### src/rtl/plic_pkg.sv
// shared constants, command/status structs and controller state type for the
// piecewise linear interpolator; no dependencies
`default_nettype none

package plic_pkg;

  localparam int VALUE_W        = 32;
  localparam int IDX_W          = 6;
  localparam int CNT_W          = 7;
  localparam int PROD_W         = 2 * VALUE_W;
  localparam int SAT_SHIFT      = 40;
  localparam int SUM_W          = SAT_SHIFT + 3;
  localparam int S_DATA_W       = ((IDX_W + 2 * VALUE_W + 7) / 8) * 8;
  localparam int S_USER_W       = 1;
  localparam int M_DATA_W       = VALUE_W;
  localparam int M_USER_W       = 2;
  localparam int DEF_MAX_POINTS = 64;
  localparam int DIV_CNT_W      = $clog2(PROD_W + 1);

  localparam logic REQ_WRITE = 1'b0;
  localparam logic REQ_QUERY = 1'b1;

  typedef enum logic [2:0] {
    ST_IDLE,
    ST_DISPATCH,
    ST_LOAD0,
    ST_SCAN,
    ST_MULT,
    ST_DIV,
    ST_FINAL,
    ST_DONE
  } state_t;

  typedef struct packed {
    logic capture;
    logic mem_write;
    logic res_clear;
    logic res_first_y;
    logic rd_first;
    logic rd_next;
    logic prev_load;
    logic seg_take;
    logic res_span;
    logic mult;
    logic div_step;
    logic res_final;
    logic publish;
  } cmd_t;

  typedef struct packed {
    logic is_query;
    logic n_zero;
    logic n_one;
    logic seg_hit;
    logic span_zero;
  } stat_t;

endpackage

`default_nettype wire

### src/rtl/plic_ctrl.sv
// controller state machine: sequences table writes, segment scan, divide and
// result hand-off; depends on plic_pkg
`default_nettype none

module plic_ctrl (
  input  logic            clk,
  input  logic            rst,
  input  logic            s_tvalid,
  output logic            s_tready,
  output logic            m_tvalid,
  input  logic            m_tready,
  input  plic_pkg::stat_t stat,
  output plic_pkg::cmd_t  cmd
);
  import plic_pkg::*;

  state_t                 state, state_next;
  logic                   out_valid, out_valid_next;
  logic [DIV_CNT_W-1:0]   div_cnt, div_cnt_next;

  always_ff @(posedge clk) begin
    if (rst) begin
      state     <= ST_IDLE;
      out_valid <= 1'b0;
      div_cnt   <= '0;
    end else begin
      state     <= state_next;
      out_valid <= out_valid_next;
      div_cnt   <= div_cnt_next;
    end
  end

  always_comb begin
    state_next   = state;
    div_cnt_next = div_cnt;
    cmd          = '0;
    s_tready     = 1'b0;
    case (state)
      ST_IDLE: begin
        s_tready = 1'b1;
        if (s_tvalid) begin
          cmd.capture = 1'b1;
          state_next  = ST_DISPATCH;
        end
      end
      ST_DISPATCH: begin
        if (!stat.is_query) begin
          cmd.mem_write = 1'b1;
          cmd.res_clear = 1'b1;
          state_next    = ST_DONE;
        end else if (stat.n_zero) begin
          cmd.res_clear = 1'b1;
          state_next    = ST_DONE;
        end else begin
          cmd.rd_first = 1'b1;
          state_next   = ST_LOAD0;
        end
      end
      ST_LOAD0: begin
        if (stat.n_one) begin
          cmd.res_first_y = 1'b1;
          state_next      = ST_DONE;
        end else begin
          cmd.prev_load = 1'b1;
          cmd.rd_next   = 1'b1;
          state_next    = ST_SCAN;
        end
      end
      ST_SCAN: begin
        if (stat.seg_hit) begin
          cmd.seg_take = 1'b1;
          state_next   = ST_MULT;
        end else begin
          cmd.prev_load = 1'b1;
          cmd.rd_next   = 1'b1;
        end
      end
      ST_MULT: begin
        if (stat.span_zero) begin
          cmd.res_span = 1'b1;
          state_next   = ST_DONE;
        end else begin
          cmd.mult     = 1'b1;
          div_cnt_next = DIV_CNT_W'(PROD_W);
          state_next   = ST_DIV;
        end
      end
      ST_DIV: begin
        cmd.div_step = 1'b1;
        div_cnt_next = div_cnt - 1'b1;
        if (div_cnt == DIV_CNT_W'(1)) begin
          state_next = ST_FINAL;
        end
      end
      ST_FINAL: begin
        cmd.res_final = 1'b1;
        state_next    = ST_DONE;
      end
      ST_DONE: begin
        if (!out_valid || m_tready) begin
          cmd.publish = 1'b1;
          state_next  = ST_IDLE;
        end
      end
      default: begin
        state_next = ST_IDLE;
      end
    endcase
    out_valid_next = cmd.publish | (out_valid & ~m_tready);
  end

  assign m_tvalid = out_valid;

endmodule

`default_nettype wire

### config.mk
export PLATFORM = sky130hd
export DESIGN_NAME = plic_ctrl
export DESIGN_NICKNAME = d
export VERILOG_FILES = /design/src/rtl/plic_pkg.sv /design/src/rtl/plic_ctrl.sv
export SDC_FILE = /design/constraint.sdc
export NUM_CORES = 1
export LEC_CHECK = 0
export ABC_CLOCK_PERIOD_IN_PS = 4400
export BUFFER_PORTS_ARGS = -buffer_cell sky130_fd_sc_hd__buf_2
export CORE_MARGIN = 2
export CORE_UTILIZATION = 52
export DETAILED_ROUTE_END_ITERATION = 10
export MAX_ROUTING_LAYER = met4
export PLACE_DENSITY = 0.88
export SLEW_MARGIN = 10
export SYNTH_ARGS = -nofsm -noshare
export SYNTH_HDL_FRONTEND = slang
export SYNTH_SLANG_ARGS = --single-unit
### constraint.sdc
create_clock -name clk -period 4.4 [get_ports clk]
set_input_delay 0.88 -clock clk [delete_from_list [all_inputs] [get_ports clk]]
set_output_delay 0.88 -clock clk [all_outputs]
set_load 0.005 [all_outputs]
; ---- Word level (Yosys, flattened, before mapping)
; Index checks and enable logic that the tools add are counted.
; Widths: inputs -> output; s select.
[op_classes]
n_addsub = 1
n_mul = 0
div_mod_pow = 0
magnitude_cmp = 0
eq_ne = 13
shifts = 0
n_mux = 35
n_bitwise = 3
n_reduce_logical = 6
[ops]
columns = cell, n
row1 = $pmux 3 s8, 1
row2 = $mux 3, 7
row3 = $mux 1, 19
row4 = $pmux 7 s2, 1
row5 = $eq 3x3->1 const B, 4
row6 = $mux 2, 5
row7 = $ne 2x2->1 const B, 5
row8 = $eq 7x1->1 const B, 1
row9 = $mux 7, 1
row10 = $sub 7x1->7 const B, 1
row11 = $eq 3x2->1 const B, 2
row12 = $pmux 2 s2, 1
row13 = $reduce_and 4->1, 1
row14 = $eq 3x1->1 const B, 1
row15 = $logic_not 3->1, 1
row16 = $reduce_and 2->1, 1
row17 = $reduce_bool 2->1, 1
row18 = $and 1x1->1, 1
row19 = $logic_not 1->1, 1
row20 = $logic_or 1x1->1, 1
row21 = $not 1->1, 1
row22 = $or 1x1->1, 1
[word_totals]
register_bits = 11
latch_bits = 0
ramBits = 0
rom_bits = 0
in_bits = 9
output_inout_bits = 15
mem_count = 0

; ---- Longest topological paths before layout
[depth]
depth_word = 5
depth_mapped = 6
ltp_nobuf = 5

; ---- Worst setup path before layout
; No wires, ideal clock.
[synth_timing]
kind = input-to-output
start = in stat[1] in the netlist's numbering
end = out cmd[7] in the netlist's numbering
arrival_ns = 1.561
required_time_ns = 3.520
slack_ns = 1.959
stages = 3
path_buffers = 1
path_cell_list = mux2_2 -> nor3b_1 -> buf_4
[synth_lines]
columns = item, line
row1 = "start, declared", plic_ctrl.sv:12  ; input plic_pkg::stat_t stat,
row2 = "end, declared", plic_ctrl.sv:13  ; output plic_pkg::cmd_t cmd

==> run summary <==
Worst-Skew Late Latency: 0.27 ns
# H-tree levels: 1
unique cell type count in the Yosys netlist: 36
slew of the pin with the lowest slew margin: 0.574 ns
FFs w/ async S/R, synth: 0
clk root buf: clkbuf_4
Cell Int Power: 0.000193 W
TritonRoute pass-1 iters: 4
status: finished clean
Final setup violation count: 0
Yosys top cell by area: dfxtp_1
cells after synthesis: 90
Core Footprint: 1320 sq um
final max-slew violation count: 0
synthesized flop and latch total: 11
post-placement cell area: 826 sq um
clk slew on worst S/H paths: 0.07 ns
critical path class: register to output port
post-synth top area share: 0.300
Max Clk Rate: 0.380 GHz
diodes inserted: 0
Tot GR Track Use: 0.187
area grow syn2layout: 16.0%
initial antenna violation count: 0
total CTS buffers: 3
gr ovfl total: 0
capturing element type of the critical path: output port
Hold Crit Class: register to register
Max Cap Viol: 0
FP Rows: 13
Data arrival, critical path: 1.75 ns
Initial DRC Count: 2
Seq/Total Area, Yosys: 0.300
vias after detailed routing: 691
clk_skew: 0.000946 ns
period utilization: 0.598
global-route wire length before repair: 2480 microns
fin cells: 125
Total Neg Setup Slack: 0 ns
pin count of the biggest net entering global routing: 19
VDD IR-drop max: 0.235 mV
clk buf depth: 2
Cells after DPL: 121
Final Hold Viols: 0
Syn Nets: 101
share of cells above drive strength 1: 0.318
Switching Fraction: 0.343
TritonCTS clock tree: yes
post-cts sizing count: 0
dpl hpwl: 1130 microns
post-route cell area: 852 sq um
CP Launch Type: register
clock network power share: 0.237
setup bufs post-CTS: 0
clk sinks: 11
PortBufs: 23
worst-path fanout max: 15
Initial Util: 0.557
Tmin final: 2.63 ns
Synth Area per Inst: 8.16 sq um
Slew headroom: 0.617
Logic pwr share: 0.297
main flop type after synthesis: dfxtp_1
total die area: 1730 sq um
Die Y: 41.6 microns
synth cell count leaders: nor2_1, dfxtp_1, a21oi_1
power density cells: 345 nW/um^2
WP data required: 3.52 ns
Yosys warning total: 0
remaining antenna violation count: 0
Die X-Extent: 41.6 microns
hold bufs inserted after CTS: 0
Post-route DRC: 0
Final GP Congestion: 0.880
Routed WL per cell: 12.0 microns
sequential power share: 0.467
largest cells by area after synthesis: dfxtp_1, nor2_1, nor3b_1
Leak: 0.410 nW
vias per inst: 5.53
nets@finish: 122
Ports: 24
RSZ-0062 raised after global routing: false
top-count cell post-synth: nor2_1
Routed WL: 1490 microns
Synth Cell Area: 734 sq um
sw power: 0.000101 W
EDFF count, synth: 0
vias in the first global route: 577
[power by group through the flow]
stage	Sequential [W]	Clock (W)	Combinational [W]
floorplan	0.000120	0	0.0000862
global route	0.000140	0.0000763	0.0000977
global placement	0.000138	0	0.0000848
CTS	0.000137	0.0000716	0.0000880
detailed placement	0.000139	0	0.0000876
finish	0.000137	0.0000696	0.0000872
[flip-flops by register name, summed over array words and instances (netlist names)]
register / flops
div_cnt: 7
state: 3
m_tvalid: 1
[cells in the final DEF, fill, tap and decap left out, drive strengths merged, types with 2 or more instances in the layout]
cell type,instances
nor2,17
a211oi,2
and3,2
dfxtp,11
or3,2
nor3,5
a21oi,6
buf,23
nor2b,4
ha,2
mux2,3
nand2,3
nor3b,5
a31oi,2
inv,3
clkbuf,4
[metal layers]
| layer | GRT usage | wire length (microns) | share of wire | up-vias |
|---|---|---|---|---|
| met5 | - | 0 | 0 | - |
| met4 | 0.0968 | 31 | 0.021 | 0 |
| met3 | 0.0391 | 64 | 0.043 | 5 |
| met2 | 0.275 | 684 | 0.46 | 16 |
| met1 | 0.240 | 713 | 0.48 | 311 |
| li1 | - | - | - | 359 |
[cells by family after synthesis]
logic type | synth area share
mux | 0.0460
compound gates | 0.162
fa+ha+maj | 0.0341
buf+inv | 0.0852
simple gates | 0.373
flops | 0.300
[area by class of cell]
| cell class | instances | area (sq um) |
|---|---|---|
| repair buffers | 23 | 115 |
| inverters | 4 | 20.0 |
| flip-flops and latches | 11 | 220 |
| multi-input cells | 68 | 452 |
| well taps | 15 | 18.8 |
| fillers | 120 | 465 |
| clock buffers | 4 | 26.3 |
[stage by stage]
step                       util  hold slack (ns)  power, W  setup WS (ns)
after global placement    0.627            0.487  0.000222           1.82
final                     0.647            0.521  0.000294           1.77
after global routing      0.647            0.554  0.000314           1.65
after detailed placement  0.627            0.501  0.000226           1.81
after CTS                 0.647            0.517  0.000296           1.77
after floorplan               -            0.470  0.000206           1.96
[critical path, cell delays in order (launching register included)]
cell	delay, ns
dfxtp_1	0.65
mux2_2	0.39
nor3b_1	0.26
buf_2	0.18
[path summary, 6_finish.rpt]
kind                   start    endpoint  slack, ns  cells past startpoint
setup / recovery    state[0]      cmd[6]       1.77                      3
hold / removal    div_cnt[6]  div_cnt[6]       0.52                      1
setup reg to reg    state[2]  div_cnt[4]       2.69                      5
hold reg to reg   div_cnt[6]  div_cnt[6]       0.52                      1
(Power assumes the default switching activity.)
